**src/rtl/wws_pkg.sv**
```systemverilog
`timescale 1ns / 1ps

package wws_pkg;

   typedef enum logic [2:0] {
      MODE_IDLE       = 3'd0,
      MODE_RUN        = 3'd1,
      MODE_LOW        = 3'd2,
      MODE_DISABLE    = 3'd3,
      MODE_WD_DISABLE = 3'd4
   } wws_mode_type;

   typedef enum logic [2:0] {
      OP_TICK     = 3'd0,
      OP_KICK     = 3'd1,
      OP_CHANGE   = 3'd2,
      OP_WD_MODE  = 3'd3,
      OP_ACTIVITY = 3'd4
   } wws_op_type;

   typedef enum logic [2:0] {
      REG_WINDOW_LOW       = 3'd0,
      REG_WINDOW_HIGH      = 3'd1,
      REG_INVALID_LIMIT    = 3'd2,
      REG_SECOND_PERIOD    = 3'd3,
      REG_REGULATION_EN    = 3'd4,
      REG_INACTIVITY_EN    = 3'd5,
      REG_INACTIVITY_LIMIT = 3'd6
   } wws_reg_type;

   typedef struct packed {
      logic [2:0] operation;
      logic [2:0] target_state;
      logic       watchdog_mode;
   } wws_req_type;

   typedef struct packed {
      logic [2:0] system_state;
      logic       encoders_enabled;
      logic       brake_pulse;
      logic       kick_taken;
      logic       battery_sample;
      logic       regulation_pulse;
      logic       battery_clear;
      logic       shutdown;
   } wws_rsp_type;

   typedef struct packed {
      logic [15:0] window_low_ms;
      logic [15:0] window_high_ms;
      logic [7:0]  invalid_limit;
      logic [15:0] second_period_ms;
      logic        regulation_enable;
      logic        inactivity_enable;
      logic [19:0] inactivity_limit_ms;
   } wws_cfg_type;

   localparam int          CSR_ADDR_W         = 5;
   localparam int          CSR_DATA_W         = 32;

   localparam logic [15:0] WINDOW_LOW_RESET   = 16'd970;
   localparam logic [15:0] WINDOW_HIGH_RESET  = 16'd1030;
   localparam logic [7:0]  INVALID_LIM_RESET  = 8'd3;
   localparam logic [15:0] PERIOD_RESET       = 16'd1000;
   localparam logic [19:0] INACT_LIMIT_RESET  = 20'd120000;

   localparam logic [15:0] TICK_STEP          = 16'd10;
   localparam logic [15:0] OVERRUN_RELOAD     = 16'd30;
   localparam logic [7:0]  INVALID_MAX        = 8'hFF;
   localparam logic [19:0] INACT_MAX          = 20'hFFFFF;

   // tick_ms wraps modulo 2^16; remainder of 2^16 by the period
   localparam logic [16:0] WRAP_DIVIDEND      = 17'h10000;
   localparam logic [15:0] WRAP_REM_RESET     = 16'(65536 % 1000);
   localparam logic [4:0]  MOD_LAST_BIT       = 5'd16;

   // x % 500 == 0 <=> x % 4 == 0 and (x / 4) * inv(125) mod 2^14 <= (2^14 - 1) / 125
   localparam int          SAMPLE_ODD         = 125;
   localparam logic [13:0] SAMPLE_INV         = 14'd14549;
   localparam logic [13:0] SAMPLE_LIMIT       = 14'((2 ** 14 - 1) / SAMPLE_ODD);

   function automatic logic [3:0] small_mod(logic [4:0] val, logic [3:0] div);
      logic [4:0] rem;
      rem = 5'd0;
      for (int i = 4; i >= 0; i--) begin
         rem = {rem[3:0], val[i]};
         if (rem >= {1'b0, div}) begin
            rem = rem - {1'b0, div};
         end
      end
      return rem[3:0];
   endfunction

endpackage

```
**src/rtl/windowed_watchdog_supervisor_unit.sv**
```systemverilog
`timescale 1ns / 1ps

// Robot supervisor with a windowed watchdog and a five-state mode machine. Each request
// word carries one operation (tick, kick, state change, watchdog mode, activity) and
// yields exactly one response word. A word is taken every cycle that req_stall is low: it
// lands in an input register and its response is then registered in the output register.
// While a response is stalled, one more request can still wait in the input register;
// further requests then stall. Writing second_period_ms starts a bit-serial remainder
// unit that then loads its result; req_stall is high from the write cycle until that load.
// Other register writes take effect at once. After an inactivity shutdown every request
// is answered with the frozen state and shutdown set.
module windowed_watchdog_supervisor_unit (
   input  logic                            clock,
   input  logic                            reset,
   input  logic                            req_valid,
   output logic                            req_stall,
   input  wws_pkg::wws_req_type            req_word,
   output logic                            rsp_valid,
   input  logic                            rsp_stall,
   output wws_pkg::wws_rsp_type            rsp_word,
   input  logic                            csr_psel,
   input  logic                            csr_penable,
   input  logic                            csr_pwrite,
   input  logic [wws_pkg::CSR_ADDR_W-1:0]  csr_paddr,
   input  logic [wws_pkg::CSR_DATA_W-1:0]  csr_pwdata,
   output logic [wws_pkg::CSR_DATA_W-1:0]  csr_prdata,
   output logic                            csr_pready
);

   wws_pkg::wws_cfg_type cfg;
   wws_pkg::wws_req_type s1_word_ff;
   wws_pkg::wws_rsp_type rsp_word_ff;
   wws_pkg::wws_rsp_type result;
   logic                 s1_valid_ff, s1_valid_in;
   logic                 rsp_valid_ff, rsp_valid_in;
   logic                 period_wr;
   logic                 mod_busy;
   logic                 mod_done;
   logic [15:0]          mod_tick_rem;
   logic [15:0]          mod_wrap_rem;
   logic [15:0]          tick_ms;
   logic                 advance;
   logic                 req_take;

   wws_csr u_csr (
      .clock       (clock),
      .reset       (reset),
      .csr_psel    (csr_psel),
      .csr_penable (csr_penable),
      .csr_pwrite  (csr_pwrite),
      .csr_paddr   (csr_paddr),
      .csr_pwdata  (csr_pwdata),
      .csr_prdata  (csr_prdata),
      .cfg         (cfg),
      .period_wr   (period_wr)
   );

   wws_modulo u_modulo (
      .clock    (clock),
      .reset    (reset),
      .start    (period_wr),
      .period   (cfg.second_period_ms),
      .dividend (tick_ms),
      .busy     (mod_busy),
      .done     (mod_done),
      .tick_rem (mod_tick_rem),
      .wrap_rem (mod_wrap_rem)
   );

   wws_core u_core (
      .clock         (clock),
      .reset         (reset),
      .step          (advance),
      .item          (s1_word_ff),
      .cfg           (cfg),
      .load          (mod_done),
      .load_tick_rem (mod_tick_rem),
      .load_wrap_rem (mod_wrap_rem),
      .tick_ms       (tick_ms),
      .result        (result)
   );

   assign advance      = s1_valid_ff && !mod_busy && (!rsp_valid_ff || !rsp_stall);
   assign req_stall    = mod_busy || period_wr || (s1_valid_ff && !advance);
   assign req_take     = req_valid && !req_stall;
   assign s1_valid_in  = req_take || (s1_valid_ff && !advance);
   assign rsp_valid_in = advance || (rsp_valid_ff && rsp_stall);

   always_ff @(posedge clock) begin
      if (reset) begin
         s1_valid_ff  <= 1'b0;
         rsp_valid_ff <= 1'b0;
      end else begin
         s1_valid_ff  <= s1_valid_in;
         rsp_valid_ff <= rsp_valid_in;
      end
   end

   always_ff @(posedge clock) begin
      if (req_take) begin
         s1_word_ff <= req_word;
      end
      if (advance) begin
         rsp_word_ff <= result;
      end
   end

   assign rsp_valid  = rsp_valid_ff;
   assign rsp_word   = rsp_word_ff;
   assign csr_pready = 1'b1;

endmodule

```
**src/rtl/wws_csr.sv**
```systemverilog
`timescale 1ns / 1ps

module wws_csr (
   input  logic                            clock,
   input  logic                            reset,
   input  logic                            csr_psel,
   input  logic                            csr_penable,
   input  logic                            csr_pwrite,
   input  logic [wws_pkg::CSR_ADDR_W-1:0]  csr_paddr,
   input  logic [wws_pkg::CSR_DATA_W-1:0]  csr_pwdata,
   output logic [wws_pkg::CSR_DATA_W-1:0]  csr_prdata,
   output wws_pkg::wws_cfg_type            cfg,
   output logic                            period_wr
);

   wws_pkg::wws_cfg_type cfg_ff;
   wws_pkg::wws_cfg_type cfg_in;
   wws_pkg::wws_reg_type reg_sel;
   logic                 wr_en;

   assign wr_en   = csr_psel && csr_penable && csr_pwrite;
   assign reg_sel = wws_pkg::wws_reg_type'(csr_paddr[4:2]);

   always_comb begin
      cfg_in    = cfg_ff;
      period_wr = 1'b0;
      if (wr_en) begin
         unique case (reg_sel)
            wws_pkg::REG_WINDOW_LOW:       cfg_in.window_low_ms = csr_pwdata[15:0];
            wws_pkg::REG_WINDOW_HIGH:      cfg_in.window_high_ms = csr_pwdata[15:0];
            wws_pkg::REG_INVALID_LIMIT:    cfg_in.invalid_limit = csr_pwdata[7:0];
            wws_pkg::REG_SECOND_PERIOD: begin
               cfg_in.second_period_ms = csr_pwdata[15:0];
               period_wr               = 1'b1;
            end
            wws_pkg::REG_REGULATION_EN:    cfg_in.regulation_enable = csr_pwdata[0];
            wws_pkg::REG_INACTIVITY_EN:    cfg_in.inactivity_enable = csr_pwdata[0];
            wws_pkg::REG_INACTIVITY_LIMIT: cfg_in.inactivity_limit_ms = csr_pwdata[19:0];
            default: ;
         endcase
      end
   end

   always_comb begin
      unique case (reg_sel)
         wws_pkg::REG_WINDOW_LOW:       csr_prdata = 32'(cfg_ff.window_low_ms);
         wws_pkg::REG_WINDOW_HIGH:      csr_prdata = 32'(cfg_ff.window_high_ms);
         wws_pkg::REG_INVALID_LIMIT:    csr_prdata = 32'(cfg_ff.invalid_limit);
         wws_pkg::REG_SECOND_PERIOD:    csr_prdata = 32'(cfg_ff.second_period_ms);
         wws_pkg::REG_REGULATION_EN:    csr_prdata = 32'(cfg_ff.regulation_enable);
         wws_pkg::REG_INACTIVITY_EN:    csr_prdata = 32'(cfg_ff.inactivity_enable);
         wws_pkg::REG_INACTIVITY_LIMIT: csr_prdata = 32'(cfg_ff.inactivity_limit_ms);
         default:                       csr_prdata = '0;
      endcase
   end

   always_ff @(posedge clock) begin
      if (reset) begin
         cfg_ff.window_low_ms       <= wws_pkg::WINDOW_LOW_RESET;
         cfg_ff.window_high_ms      <= wws_pkg::WINDOW_HIGH_RESET;
         cfg_ff.invalid_limit       <= wws_pkg::INVALID_LIM_RESET;
         cfg_ff.second_period_ms    <= wws_pkg::PERIOD_RESET;
         cfg_ff.regulation_enable   <= 1'b0;
         cfg_ff.inactivity_enable   <= 1'b1;
         cfg_ff.inactivity_limit_ms <= wws_pkg::INACT_LIMIT_RESET;
      end else begin
         cfg_ff <= cfg_in;
      end
   end

   assign cfg = cfg_ff;

endmodule

```
**src/rtl/wws_modulo.sv**
```systemverilog
`timescale 1ns / 1ps

module wws_modulo (
   input  logic        clock,
   input  logic        reset,
   input  logic        start,
   input  logic [15:0] period,
   input  logic [15:0] dividend,
   output logic        busy,
   output logic        done,
   output logic [15:0] tick_rem,
   output logic [15:0] wrap_rem
);

   logic        active_ff;
   logic        active_in;
   logic        done_ff;
   logic        done_in;
   logic [4:0]  idx_ff;
   logic [4:0]  idx_in;
   logic [15:0] trem_ff;
   logic [15:0] trem_in;
   logic [15:0] wrem_ff;
   logic [15:0] wrem_in;

   logic [16:0] tick_dividend;
   logic [16:0] divisor;
   logic [16:0] tshift;
   logic [16:0] wshift;
   logic [16:0] ttrial;
   logic [16:0] wtrial;

   assign tick_dividend = {1'b0, dividend};
   assign divisor       = {1'b0, period};
   assign tshift        = {trem_ff, tick_dividend[idx_ff]};
   assign wshift        = {wrem_ff, wws_pkg::WRAP_DIVIDEND[idx_ff]};
   assign ttrial        = tshift - divisor;
   assign wtrial        = wshift - divisor;

   always_comb begin
      active_in = active_ff;
      done_in   = 1'b0;
      idx_in    = idx_ff;
      trem_in   = trem_ff;
      wrem_in   = wrem_ff;
      if (start) begin
         active_in = 1'b1;
         idx_in    = wws_pkg::MOD_LAST_BIT;
         trem_in   = '0;
         wrem_in   = '0;
      end else if (active_ff) begin
         trem_in = (tshift >= divisor) ? ttrial[15:0] : tshift[15:0];
         wrem_in = (wshift >= divisor) ? wtrial[15:0] : wshift[15:0];
         if (idx_ff == 5'd0) begin
            active_in = 1'b0;
            done_in   = 1'b1;
         end else begin
            idx_in = idx_ff - 5'd1;
         end
      end
   end

   always_ff @(posedge clock) begin
      if (reset) begin
         active_ff <= 1'b0;
         done_ff   <= 1'b0;
         idx_ff    <= '0;
      end else begin
         active_ff <= active_in;
         done_ff   <= done_in;
         idx_ff    <= idx_in;
      end
   end

   always_ff @(posedge clock) begin
      trem_ff <= trem_in;
      wrem_ff <= wrem_in;
   end

   assign busy     = active_ff || done_ff;
   assign done     = done_ff;
   assign tick_rem = trem_ff;
   assign wrap_rem = wrem_ff;

endmodule

```
**src/rtl/wws_core.sv**
```systemverilog
`timescale 1ns / 1ps

module wws_core (
   input  logic                 clock,
   input  logic                 reset,
   input  logic                 step,
   input  wws_pkg::wws_req_type item,
   input  wws_pkg::wws_cfg_type cfg,
   input  logic                 load,
   input  logic [15:0]          load_tick_rem,
   input  logic [15:0]          load_wrap_rem,
   output logic [15:0]          tick_ms,
   output wws_pkg::wws_rsp_type result
);

   wws_pkg::wws_mode_type mode_ff, mode_pre, mode_in;
   logic        running_ff, running_pre, running_in;
   logic [15:0] wd_ff, wd_pre, wd_in;
   logic [7:0]  invalid_ff, invalid_pre, invalid_in;
   logic [15:0] tick_ff, tick_pre, tick_in;
   logic [15:0] tick_rem_ff, tick_rem_pre, tick_rem_in;
   logic [15:0] wrap_rem_ff, wrap_rem_in;
   logic [19:0] inact_ff, inact_pre, inact_in;
   logic        halted_ff, halted_in;
   logic        enc_ff, enc_pre, enc_in;

   logic        enter_en;
   logic [2:0]  enter_tgt;
   logic        kick_pulse;
   logic        sample_pulse;
   logic        reg_pulse;
   logic        brake_pulse;
   logic        clear_pulse;

   logic [15:0] period;
   logic [16:0] tick_sum;
   logic [16:0] rem_base;
   logic [3:0]  rem_small;
   logic [16:0] rem_trial;
   logic [15:0] rem_step;
   logic        period_hit;
   logic [16:0] wrap_fix;
   logic [15:0] rem_wrapped;
   logic [15:0] tick_next;
   logic [15:0] tick_rem_next;
   logic [13:0] sample_prod;
   logic        sample_hit;
   logic [16:0] wd_sum;
   logic [15:0] wd_sat;
   logic [15:0] wd_tick;
   logic        wd_over;
   logic [7:0]  invalid_inc;
   logic [7:0]  tick_invalid;
   logic        in_window;
   logic [20:0] inact_sum;
   logic [19:0] inact_sat;

   assign period        = cfg.second_period_ms;
   assign tick_sum      = {1'b0, tick_ff} + {1'b0, wws_pkg::TICK_STEP};
   assign rem_base      = {1'b0, tick_rem_ff} + {1'b0, wws_pkg::TICK_STEP};
   assign rem_small     = wws_pkg::small_mod(rem_base[4:0], period[3:0]);
   assign rem_trial     = rem_base - {1'b0, period};
   assign rem_step      = (period[15:4] == 12'd0) ? {12'd0, rem_small} :
                          ((rem_base >= {1'b0, period}) ? rem_trial[15:0] : rem_base[15:0]);
   assign period_hit    = (period != 16'd0) && (rem_step == 16'd0);
   assign wrap_fix      = {1'b0, rem_step} + {1'b0, period} - {1'b0, wrap_rem_ff};
   assign rem_wrapped   = (rem_step >= wrap_rem_ff) ? (rem_step - wrap_rem_ff) : wrap_fix[15:0];
   assign tick_next     = period_hit ? 16'd0 : tick_sum[15:0];
   assign tick_rem_next = period_hit ? 16'd0 : (tick_sum[16] ? rem_wrapped : rem_step);

   assign sample_prod   = 14'(tick_next[15:2] * wws_pkg::SAMPLE_INV);
   assign sample_hit    = (tick_next[1:0] == 2'd0) && (sample_prod <= wws_pkg::SAMPLE_LIMIT);

   assign wd_sum        = {1'b0, wd_ff} + {1'b0, wws_pkg::TICK_STEP};
   assign wd_sat        = wd_sum[16] ? 16'hFFFF : wd_sum[15:0];
   assign wd_tick       = (running_ff && (mode_ff != wws_pkg::MODE_IDLE)) ? wd_sat : 16'd0;
   assign wd_over       = wd_tick > cfg.window_high_ms;
   assign invalid_inc   = (invalid_ff != wws_pkg::INVALID_MAX) ? (invalid_ff + 8'd1) : invalid_ff;
   assign tick_invalid  = wd_over ? invalid_inc : invalid_ff;
   assign in_window     = (wd_ff >= cfg.window_low_ms) && (wd_ff <= cfg.window_high_ms);
   assign inact_sum     = {1'b0, inact_ff} + 21'(wws_pkg::TICK_STEP);
   assign inact_sat     = inact_sum[20] ? wws_pkg::INACT_MAX : inact_sum[19:0];

   always_comb begin
      mode_pre     = mode_ff;
      running_pre  = running_ff;
      wd_pre       = wd_ff;
      invalid_pre  = invalid_ff;
      tick_pre     = tick_ff;
      tick_rem_pre = load ? load_tick_rem : tick_rem_ff;
      wrap_rem_in  = load ? load_wrap_rem : wrap_rem_ff;
      inact_pre    = inact_ff;
      enc_pre      = enc_ff;
      halted_in    = halted_ff;
      enter_en     = 1'b0;
      enter_tgt    = wws_pkg::MODE_WD_DISABLE;
      kick_pulse   = 1'b0;
      sample_pulse = 1'b0;
      reg_pulse    = 1'b0;
      if (step && !halted_ff) begin
         unique case (wws_pkg::wws_op_type'(item.operation))
            wws_pkg::OP_TICK: begin
               tick_pre     = tick_next;
               tick_rem_pre = tick_rem_next;
               inact_pre    = inact_sat;
               reg_pulse    = cfg.regulation_enable;
               wd_pre       = wd_over ? wws_pkg::OVERRUN_RELOAD : wd_tick;
               invalid_pre  = tick_invalid;
               if (tick_invalid > cfg.invalid_limit) begin
                  enter_en = 1'b1;
               end
               sample_pulse = sample_hit;
               halted_in    = cfg.inactivity_enable && (inact_sat >= cfg.inactivity_limit_ms);
            end
            wws_pkg::OP_KICK: begin
               if (((mode_ff == wws_pkg::MODE_RUN) || (mode_ff == wws_pkg::MODE_LOW))
                   && running_ff) begin
                  if (in_window) begin
                     invalid_pre = 8'd0;
                  end else begin
                     invalid_pre = invalid_inc;
                     if (invalid_inc > cfg.invalid_limit) begin
                        enter_en = 1'b1;
                     end
                  end
                  wd_pre     = 16'd0;
                  kick_pulse = 1'b1;
               end
            end
            wws_pkg::OP_CHANGE: begin
               enter_en  = 1'b1;
               enter_tgt = item.target_state;
            end
            wws_pkg::OP_WD_MODE: begin
               running_pre = item.watchdog_mode;
            end
            wws_pkg::OP_ACTIVITY: begin
               inact_pre = 20'd0;
            end
            default: ;
         endcase
      end
   end

   always_comb begin
      mode_in     = mode_pre;
      running_in  = running_pre;
      wd_in       = wd_pre;
      invalid_in  = invalid_pre;
      tick_in     = tick_pre;
      tick_rem_in = tick_rem_pre;
      inact_in    = inact_pre;
      enc_in      = enc_pre;
      brake_pulse = 1'b0;
      clear_pulse = 1'b0;
      if (enter_en) begin
         unique case (enter_tgt)
            wws_pkg::MODE_IDLE: begin
               mode_in     = wws_pkg::MODE_IDLE;
               running_in  = 1'b0;
               wd_in       = 16'd0;
               invalid_in  = 8'd0;
               tick_in     = 16'd0;
               tick_rem_in = 16'd0;
               enc_in      = 1'b0;
               brake_pulse = 1'b1;
            end
            wws_pkg::MODE_RUN, wws_pkg::MODE_LOW: begin
               mode_in = wws_pkg::wws_mode_type'(enter_tgt);
               enc_in  = 1'b1;
               wd_in   = 16'd0;
            end
            wws_pkg::MODE_WD_DISABLE: begin
               mode_in     = wws_pkg::MODE_WD_DISABLE;
               enc_in      = 1'b0;
               brake_pulse = 1'b1;
               running_in  = 1'b0;
            end
            default: begin
               mode_in     = wws_pkg::MODE_DISABLE;
               enc_in      = 1'b0;
               brake_pulse = 1'b1;
               running_in  = 1'b0;
               clear_pulse = 1'b1;
            end
         endcase
      end
   end

   always_comb begin
      result.system_state     = mode_in;
      result.encoders_enabled = enc_in;
      result.brake_pulse      = brake_pulse;
      result.kick_taken       = kick_pulse;
      result.battery_sample   = sample_pulse;
      result.regulation_pulse = reg_pulse;
      result.battery_clear    = clear_pulse;
      result.shutdown         = halted_in;
   end

   always_ff @(posedge clock) begin
      if (reset) begin
         mode_ff     <= wws_pkg::MODE_IDLE;
         running_ff  <= 1'b0;
         wd_ff       <= '0;
         invalid_ff  <= '0;
         tick_ff     <= '0;
         tick_rem_ff <= '0;
         wrap_rem_ff <= wws_pkg::WRAP_REM_RESET;
         inact_ff    <= '0;
         halted_ff   <= 1'b0;
         enc_ff      <= 1'b0;
      end else begin
         mode_ff     <= mode_in;
         running_ff  <= running_in;
         wd_ff       <= wd_in;
         invalid_ff  <= invalid_in;
         tick_ff     <= tick_in;
         tick_rem_ff <= tick_rem_in;
         wrap_rem_ff <= wrap_rem_in;
         inact_ff    <= inact_in;
         halted_ff   <= halted_in;
         enc_ff      <= enc_in;
      end
   end

   assign tick_ms = tick_ff;

endmodule

```
**config.mk**
```make
export PLATFORM = sky130hd
export DESIGN_NAME = windowed_watchdog_supervisor_unit
export DESIGN_NICKNAME = d
export VERILOG_FILES = /design/src/rtl/wws_pkg.sv /design/src/rtl/windowed_watchdog_supervisor_unit.sv /design/src/rtl/wws_csr.sv /design/src/rtl/wws_modulo.sv /design/src/rtl/wws_core.sv
export SDC_FILE = /design/constraint.sdc
export NUM_CORES = 1
export LEC_CHECK = 0
export BUFFER_PORTS_ARGS = -buffer_cell sky130_fd_sc_hd__buf_2
export CAP_MARGIN = 20
export CORE_ASPECT_RATIO = 1.2
export CORE_MARGIN = 3
export CORE_UTILIZATION = 62
export CTS_CLUSTER_SIZE = 25
export DETAILED_ROUTE_END_ITERATION = 16
export PLACE_DENSITY = 0.8
export SLEW_MARGIN = 20
export SYNTH_ARGS = -nofsm -noshare
export SYNTH_HDL_FRONTEND = slang
export SYNTH_HIERARCHICAL = 1
export SYNTH_SLANG_ARGS = --single-unit
```
**constraint.sdc**
```tcl
create_clock -name clock -period 18.9 [get_ports clock]
set_clock_uncertainty 0.2 [all_clocks]
set_input_delay 3.78 -clock clock [delete_from_list [all_inputs] [get_ports clock]]
set_output_delay 3.78 -clock clock [all_outputs]
set_load 0.005 [all_outputs]
```
# Word-level counts from Yosys, hierarchy flattened
# Memories as Yosys holds them, arrays and structs flattened.
# Index checks and enable logic that the tools add are counted.
[word_totals]
inputBits = 51
word_cells = 220
mem_bits_ro = 32
mem_count = 1
regBits = 234
[memory_table]
columns = ["memory", "depth", "width", "read_ports", "rd_clocked_by_memory_dff", "wr", "line_no", "rtl"]
rows = [
  ["(no name shown)", 32, 1, 1, 0, 0, "wws_modulo.sv:36", "assign wshift = {wrem_ff, wws_pkg::WRAP_DIVIDEND[idx_ff]};"],
]
[classes]
eq_ne = 17
muxes = 74
n_lt_le_gt_ge = 17
n_addsub = 17
reduce_logical = 55
multipliers = 1
bitwise_logic = 2
[ops]
columns = ["op", "n"]
rows = [
  ["$mux W16", 24],
  ["$pmux W20 S7", 1],
  ["$sub A16 B16 Y16", 5],
  ["$mux W8", 7],
  ["$add A16 B4 Y17 const B", 3],
  ["$ge A17 B16 Y1", 3],
  ["$pmux W20 S2", 1],
  ["$ge A16 B16 Y1", 2],
  ["$pmux W16 S2", 1],
  ["$mux W1", 24],
  ["$reduce_and A2 Y1", 12],
  ["$add A20 B4 Y21 const B", 1],
  ["$ge A20 B20 Y1", 1],
  ["$ge A5 B4 Y1", 4],
  ["$mux W20", 1],
  ["$mux W4", 5],
  ["$eq A3 B2 Y1 const B", 6],
  ["$add A16 B16 Y16", 1],
  ["$gt A16 B16 Y1", 1],
  ["$gt A8 B8 Y1", 2],
  ["$le A16 B16 Y1", 1],
  ["$logic_not A16 Y1", 1],
  ["$pmux W8 S2", 1],
  ["$reduce_bool A16 Y1", 1],
  ["30 further kinds", 74],
]

# Logic depth before layout (Yosys ltp)
# Gate-level depths: netlist of the first run.
[logic_depth]
word_depth = 21
mapped_depth = 63
mapped_depth_nobuf = 60

# Cells and area by module
# The synthesis of the first run kept the hierarchy.
[by_module_without_submodules]
columns = ["mod", "cells_each", "seq_area_each_um2", "n_inst", "area_each_um2"]
rows = [
  ["wws_core", 1798, 1961.9, 1, 13635.6],
  ["wws_csr", 441, 1561.5, 1, 3875.0],
  ["wws_modulo", 490, 780.7, 1, 3842.4],
  ["windowed_watchdog_supervisor_unit", 31, 550.5, 1, 625.6],
]

# Worst setup path before layout of the first run
# No wires, ideal clock.
[synth_timing]
kind = "reg-to-reg"
from = "register u_core.tick_rem_ff[1]"
to = "register rsp_word_ff (netlist bit rsp_word[3]) (data pin)"
stages_incl_launch_ff = 63
setup_slack_ns = 6.681
arrival_ns = 11.893
required_time_ns = 18.574
path_buffers = 3
path_cell_list = "dfxtp_1 a21oi_1 xnor2_1 inv_2 ha_1 inv_1 ha_1 o21ai_0 o2bb2ai_1 inv_1 ha_1 inv_1 o21ai_1 a211oi_2 mux2_2 inv_1 ha_1 a211oi_1 [27 not listed] fa_1 inv_1 fa_1 inv_1 fa_1 inv_1 ha_1 inv_1 o21bai_1 a21oi_1 o21bai_1 a21oi_1 xnor2_1 nor4b_1 a21oi_1 o21a_1 a311oi_2 buf_4"
[synth_via]
elab_chain_len = 18
elab_cells_between_ends = 27
classes_between = "add/sub: 7; mul: 1; order compare: 7; mux: 8; reduce/logical: 4"
[synth_rtl]
columns = ["element", "line_no", "rtl"]
rows = [
  ["from (decl)", "wws_core.sv:21", "logic [15:0] tick_rem_ff, tick_rem_pre, tick_rem_in;"],
  ["from (signal assigned)", "wws_core.sv:219", "tick_rem_ff <= tick_rem_in;"],
  ["$add A16 B4 Y17 *", "wws_core.sv:60", "assign rem_base = {1'b0, tick_rem_ff} + {1'b0, wws_pkg::TICK_STEP};"],
  ["$sub A1 B4 Y4 / $ge A1 B4 Y1 (equally long branches)", "wws_pkg.sv:88, wws_pkg.sv:87", ""],
  ["$mux W4", "wws_pkg.sv:87", "if (rem >= {1'b0, div}) begin"],
  ["$sub A4 B4 Y4 / $ge A5 B4 Y1 (equally long branches)", "wws_pkg.sv:88, wws_pkg.sv:87", ""],
  ["$mux W4", "wws_pkg.sv:87", ""],
  ["$sub A4 B4 Y4 / $ge A5 B4 Y1 (equally long branches)", "wws_pkg.sv:88, wws_pkg.sv:87", ""],
  ["$mux W4", "wws_pkg.sv:87", ""],
  ["$sub A4 B4 Y4 / $ge A5 B4 Y1 (equally long branches)", "wws_pkg.sv:88, wws_pkg.sv:87", ""],
  ["[2 not listed]", "--", ""],
  ["$mux W4", "wws_pkg.sv:87", ""],
  ["$mux W16 *", "wws_core.sv:63", "assign rem_step = (period[15:4] == 12'd0) ? {12'd0, rem_small} :"],
  ["$logic_not A16 Y1 *", "wws_core.sv:65", "assign period_hit = (period != 16'd0) && (rem_step == 16'd0);"],
  ["$logic_and A1 B1 Y1 *", "wws_core.sv:65", ""],
  ["$mux W16 *", "wws_core.sv:68", "assign tick_next = period_hit ? 16'd0 : tick_sum[15:0];"],
  ["$mul A14 B12 Y14", "wws_core.sv:71", "assign sample_prod = 14'(tick_next[15:2] * wws_pkg::SAMPLE_INV);"],
  ["$le A14 B8 Y1", "wws_core.sv:72", "assign sample_hit = (tick_next[1:0] == 2'd0) && (sample_prod <= wws_pkg::SAMPLE_LIMIT);"],
  ["$logic_and A1 B1 Y1 *", "wws_core.sv:72", ""],
  ["to (signal assigned)", "windowed_watchdog_supervisor_unit.sv:104", "rsp_word_ff <= result;"],
  ["to (decl)", "windowed_watchdog_supervisor_unit.sv:32", "wws_pkg::wws_rsp_type rsp_word_ff;"],
]
# Mark *: on every way between the ends. The rest lies on a longest branch, timed or not.
# A chain may end at the register's enable or synchronous reset.

# Final worst setup path of the first run
# Ends and elaborated chain as after synthesis.

==> results.md, run 1 <==
- Core Util, Final: 0.674
- Initial DRC Count: 1,824
- Hold Crit Class: reg -> reg
- # fillers: 2,871
- Number of CTS-inserted buffers: 26
- Largest net degree at the start of global routing: 98
- GPL Wtd Cong: 0.949
- Fin crit share: 0.748
- Outcome: finished, final reports clean
- Critical path class: reg -> reg
- Sink Count: 234
- CTS clk-pin slew, worst paths: 0.07 ns
- Cell repeated most along the worst path: ha_1
- First-pass iteration count of the detailed router: 8
- Fmax: 0.0707 GHz
- Crit Reg-Reg Startpoint: u_core/tick_rem_ff[1]
- Die ar.: 0.0378 mm²
- DP HPWL: 47,800 µm
- IO Port Bufs: 68
- Synth Instances: 2,760
- Resize count post-CTS: 0
- Number of synthesized flops with an enable pin: 17
- Synth unique cells: 109
- Fin crit period: 14.14 ns
- Worst Path Max Fanout: 29
- Clock Tree Buf Depth: 3
- Die X: 178 µm
- GRT Util Overall: 0.326
- Worst slack at placement: 4.96 ns
- Nets: 3,067
- Ports: 96
- YS warnings: 6
- Row count: 74
- Most frequent cell after synthesis: inv_1
- Top cell type by total area after synthesis: dfxtp_1
- VDD IR-drop max: 77.3 µV
- Bufs and invs on worst path: 10
- Final wirelength: 63,000 µm
- Fin. max-slew vios: 0
- Vias: 20,600
- Vias in the first global route: 20,000
- CP Launch Point: u_core/tick_rem_ff[1]
- Hold buffer count at cts: 0
- Synthesized cell area: 0.0220 mm²
- Top post-synthesis cells by count: inv_1, nor2_1, ha_1
- Worst-Margin Slew: 1.15 ns
- Initial antenna violation count: 0
- #FFs+latches synth: 234
- CP Data Arrival Time: 14.30 ns
- Critical Path Sink Type: flop
- Startpoint types: flop
- Count of final hold-check violations: 0
- Top delay family on crit path: compound AO/OA/AOI/OAI gates
- Starting density of the core: 0.636
- Via density: 6.41
- Post-CTS setup buffer count: 0
- Hold Crit Start: u_csr/cfg[11]
- Share of layout cells above drive strength 1: 0.0812
- CTS tree: yes
- # DRC: 0
- Ranking of synthesized cells by area: dfxtp_1, ha_1, a21oi_1, mux2i_1, inv_1
- First-pass GRT wire length: 101,000 µm
- DRT antenna net count: 0
- Worst slew margin: 0.230
- Power density over the cells: 69.2 mW/mm²
- Syn avg cell area: 7.96 µm²
- Crit-path slowest cell: fa_1
- Slowest stage delay, CP: 0.55 ns
- Critical Path RT: 19.06 ns
- Share of flip-flops with an asynchronous set or reset: 0
- Hold Crit Depth: 2
- Fin worst setup slack: 4.76 ns
- WP depth: 59
- Max cap viols: 0
- Core outline area: 0.0345 mm²
- Root buf cell: clkbuf_16
- Die H: 212 µm
- Clk_lat worst skew: 0.56 ns
- WL/cell: 19.6 µm
- P&R area growth vs syn: 5.88%
- Final setup viols: 0
- Lkg Pwr: 0.0103 µW
- Setup_tns: 0 ns
- Hold Slack: 0.295 ns
- Seq/Total Area, Yosys: 0.221
- RSZ-0062 raised after global routing: no
- FF-to-FF path depth: 59
- # diodes: 0
- Total grt overflow: 0
- Post-synth top area share: 0.198
- Htree depth: 1
- Top FF cell, synth: dfxtp_1
[metal layers]
layer / track usage / vias to the layer above / wire [µm]
li1: - / 9769 / -
met1: 0.390 / 9771 / 24400
met2: 0.577 / 885 / 31200
met3: 0.0391 / 189 / 4380
met4: 0.157 / 0 / 3050
met5: 0 / - / 0
[registers in the layout, indices dropped and copies added, names as in the netlist, 3 cells and up]
signal,flops
rsp_word,10
s1_word_ff,7
u_core/inact_ff,20
u_core/invalid_ff,8
u_core/mode_ff,3
u_core/tick_ms,16
u_core/tick_rem_ff,16
u_core/wd_ff,16
u_core/wrap_rem_ff,16
u_csr/cfg,78
u_modulo/idx_ff,5
u_modulo/tick_rem,16
u_modulo/wrap_rem,16
[stage by stage]
step	total power, µW	cell area, µm²	cells
6_report	1610	23300	3216
5_1_grt	1680	23300	3216
4_1_cts	1600	23300	3216
3_5_place_dp	1030	22300	3168
3_3_place_gp	1020	22300	3168
2_1_floorplan	919	22000	2771
[final timing paths]
path | endpoint | slack [ns]
setup / recovery | rsp_word[3] | 4.76
hold / removal | u_csr/cfg[11] | 0.30
setup reg to reg | rsp_word[3] | 4.76
hold reg to reg | u_csr/cfg[11] | 0.30
[cell usage in the layout (no fill, tap or decap), types with 11 or more instances in the layout]
| cell type | instances |
|---|---|
| o211ai_1 | 25 |
| and3_1 | 42 |
| a21oi_1 | 207 |
| nand4_1 | 25 |
| mux2_2 | 25 |
| conb_1 | 13 |
| o21bai_1 | 14 |
| nor3_1 | 50 |
| inv_1 | 249 |
| buf_2 | 67 |
| nor2_1 | 241 |
| ha_1 | 232 |
| mux2i_1 | 94 |
| nand3_1 | 109 |
| nand2_1 | 183 |
| a211oi_1 | 44 |
| a21o_1 | 50 |
| nor4_1 | 12 |
| xnor2_1 | 92 |
| edfxtp_1 | 17 |
| xor2_1 | 52 |
| a22oi_1 | 28 |
| and2_1 | 17 |
| o21ai_1 | 17 |
| clkbuf_16 | 27 |
| or3_1 | 19 |
| dfxtp_1 | 215 |
| nor2b_1 | 32 |
| nand3b_1 | 14 |
| nand2b_1 | 49 |
| o21a_1 | 27 |
| o21ai_0 | 151 |
| a31oi_1 | 17 |
| o31ai_1 | 13 |
| or2_2 | 11 |
| a311oi_1 | 19 |
| fa_1 | 44 |
| buf_4 | 20 |
[cells by family after synthesis]
kind of cell / Yosys count / synth area share
compound gates: 723 / 0.215
fa+ha+maj: 276 / 0.172
xor+xnor: 144 / 0.0574
mux: 123 / 0.0592
buf+inv: 397 / 0.0787
flops: 234 / 0.221
other cells: 2 / 0.000342
simple gates: 861 / 0.196
[where the power goes]
part | internal (µW) | switching, µW
Combinational | 185 | 276
Clock | 352 | 222
Sequential | 528 | 47.7
Total | 1070 | 545
[final cells by class]
class                   count  area, µm²  area share
multi-input cells        2140      15500       0.664
flip-flops and latches    234       4860       0.209
clock inverters            15        245      0.0105
repair buffers             87        485      0.0209
inverters                 251        942      0.0405
well taps                 456        571      0.0245
clock buffers              33        718      0.0309
[worst reg2reg max path: cells and delay by family, from the launching register on]
family	cells	cell delay, ns
AOI/OAI and AO/OA	24	5.34
adders and majority gates	12	3.64
muxes	5	1.75
and+or+nand+nor	6	1.12
buffers and inverters	10	0.92
DFF	1	0.52
xor gates and xnor gates	2	0.48
Power figures use the tool's default switching activity.
==> inputs of run 2 (changes only) <==
CORE_UTILIZATION = 58   (was 62)
PLACE_DENSITY = 0.79   (was 0.8)
clock period = 12.53 ns   (was 18.9 ns; I/O delays follow)
==> results.md, run 2 (synthesis results as in run 1) <==
- Clk_lat worst skew: 0.56 ns
- Core outline area: 0.0371 mm²
- Vias in the first global route: 20,500
- P_sw: 825 µW
- Hold Crit Class: reg -> reg
- Max reg flops: 78
- Placed cells: 3,212
- Fin. max-slew vios: 0
- WL/cell: 20.0 µm
- Die X: 184 µm
- Worst slack at placement: -0.207 ns
- Htree depth: 1
- Fmax: 0.0817 GHz
- Cell repeated most along the worst path: inv_1
- Clock Tree Buf Depth: 3
- Switching share of power: 0.342
- Fin crit share: 0.977
- Met3 GRT Util: 0.0433
- Initial DRC Count: 1,801
- Part of the power in combinational logic: 0.295
- Slowest stage delay, CP: 0.53 ns
- Share of layout cells above drive strength 1: 0.113
- Critical Path Sink Type: flop
- Final setup viols: 0
- Startpoint types: flop
- Via density: 6.36
- Lkg Pwr: 0.0106 µW
- # diodes: 0
- Cell-internal power: 1590 µW
- VDD IR-drop max: 107 µV
- Largest net degree at the start of global routing: 85
- Initial antenna violation count: 0
- First-pass iteration count of the detailed router: 5
- GRT Util Overall: 0.313
- GPL Wtd Cong: 0.970
- Worst-Margin Slew: 1.07 ns
- DRT antenna net count: 0
- Fin crit period: 12.24 ns
- Grt met1 use: 0.361
- Max cap viols: 0
- Nets: 3,116
- Ports: 96
- Reg power frac: 0.359
- Global route hottest layer: met2
- Sink Count: 234
- CTS clk-pin slew, worst paths: 0.07 ns
- Starting density of the core: 0.593
- Row count: 77
- # fillers: 3,034
- Worst Path Max Fanout: 7
- Met2 usage: 0.565
- Total grt overflow: 0
- Root buf cell: clkbuf_16
- Finished Layout Cells: 3,283
- Outcome: finished, final reports clean
- # DRC: 0
- Number of CTS-inserted buffers: 26
- Most frequent cells in the layout: inv_1, nor2_1, ha_1, dfxtp_1, a21oi_1
- Crit-path slowest cell: fa_1
- Critical Path RT: 12.69 ns
- Worst slew margin: 0.285
- CP Data Arrival Time: 12.40 ns
- Power density over the cells: 101 mW/mm²
- First-pass GRT wire length: 103,000 µm
- Die H: 219 µm
- Final wirelength: 65,700 µm
- Count of final hold-check violations: 0
- DP HPWL: 48,900 µm
- P&R area growth vs syn: 9.07%
- Fin worst setup slack: 0.286 ns
- Clock power frac: 0.346
- Most common cell after layout, fill and taps aside: inv_1
- Die ar.: 0.0403 mm²
- IO Port Bufs: 68
- CTS tree: yes
- Vias: 20,900
- Critical path class: reg -> reg
==> run 2: cell types whose count changed in the layout (fill, tap and decap cells not counted), moves of 5 or more <==
cell      previous run  this run
a21oi_2              1         7
buf_4               20        67
clkbuf_8             2         7
ha_4                 0         7
a21oi_1            207       200
o21ai_0            151       146
ha_1               232       223
==> run 2: power by group through the flow <==
stage	Clock [µW]	Sequential (µW)	Combinational (µW)
3_5_place_dp	0	882	676
3_3_place_gp	0	882	660
2_1_floorplan	0	845	540
6_report	834	867	710
4_1_cts	846	865	682
5_1_grt	877	870	777
==> run 2: layout make-up <==
cell class	instances	area, µm²	area share
tap	474	593	0.0247
inverter	251	942	0.0393
clock inverter	10	110	0.00459
clock buffer	38	830	0.0346
timing repair buffer	136	883	0.0368
sequential	234	4860	0.203
multi-input combinational	2140	15800	0.657
==> run 2: critical path: cells and delay by family, from the launching register on <==
| kind | cells | cell delay [ns] |
|---|---|---|
| compound gates | 23 | 4.49 |
| mux | 3 | 0.99 |
| simple gates | 5 | 0.63 |
| buf+inv | 14 | 1.44 |
| fa+ha+maj | 11 | 3.63 |
| flops | 1 | 0.36 |
| xor+xnor | 2 | 0.34 |
==> run 2: worst paths after layout <==
kind	to	depth (start not counted)	slack [ns]	startpoint
worst min register to register	u_core/inact_ff[0]	2	0.28	u_core/inact_ff[0]
worst max-delay path	rsp_word[3]	58	0.29	u_core/tick_rem_ff[2]
worst min-delay path	u_core/inact_ff[0]	2	0.28	u_core/inact_ff[0]
worst max register to register	rsp_word[3]	58	0.29	u_core/tick_rem_ff[2]
==> run 2: what timing repair did <==
item	4_1_cts	5_1_grt
gates cloned	0	1
pin swaps	1	33
hold buffers	0	0
endpoints found under the setup margin	1	1
gates resized for setup	8	58
setup buffers	1	21
hold endpoints to repair	0	0
==> run 2: routing by layer <==
metal | share of wire | wire length [µm]
met1 | 0.38 | 25100
met2 | 0.50 | 32600
met3 | 0.067 | 4410
met4 | 0.054 | 3580
met5 | 0 | 0
==> run 2: per-stage QoR <==
| step | TNS (ns) | area [µm²] | hold WS [ns] | total power [µW] | utilization |
|---|---|---|---|---|---|
| after floorplan | 0 | 22000 | 0.242 | 1390 | - |
| after global placement | 0 | 22500 | 0.258 | 1540 | 0.608 |
| after detailed placement | -0.207 | 22500 | 0.268 | 1560 | 0.608 |
| after CTS | 0 | 23500 | 0.278 | 2390 | 0.634 |
| after global routing | -0.277 | 24000 | 0.300 | 2520 | 0.646 |
| final | 0 | 24000 | 0.279 | 2410 | 0.646 |
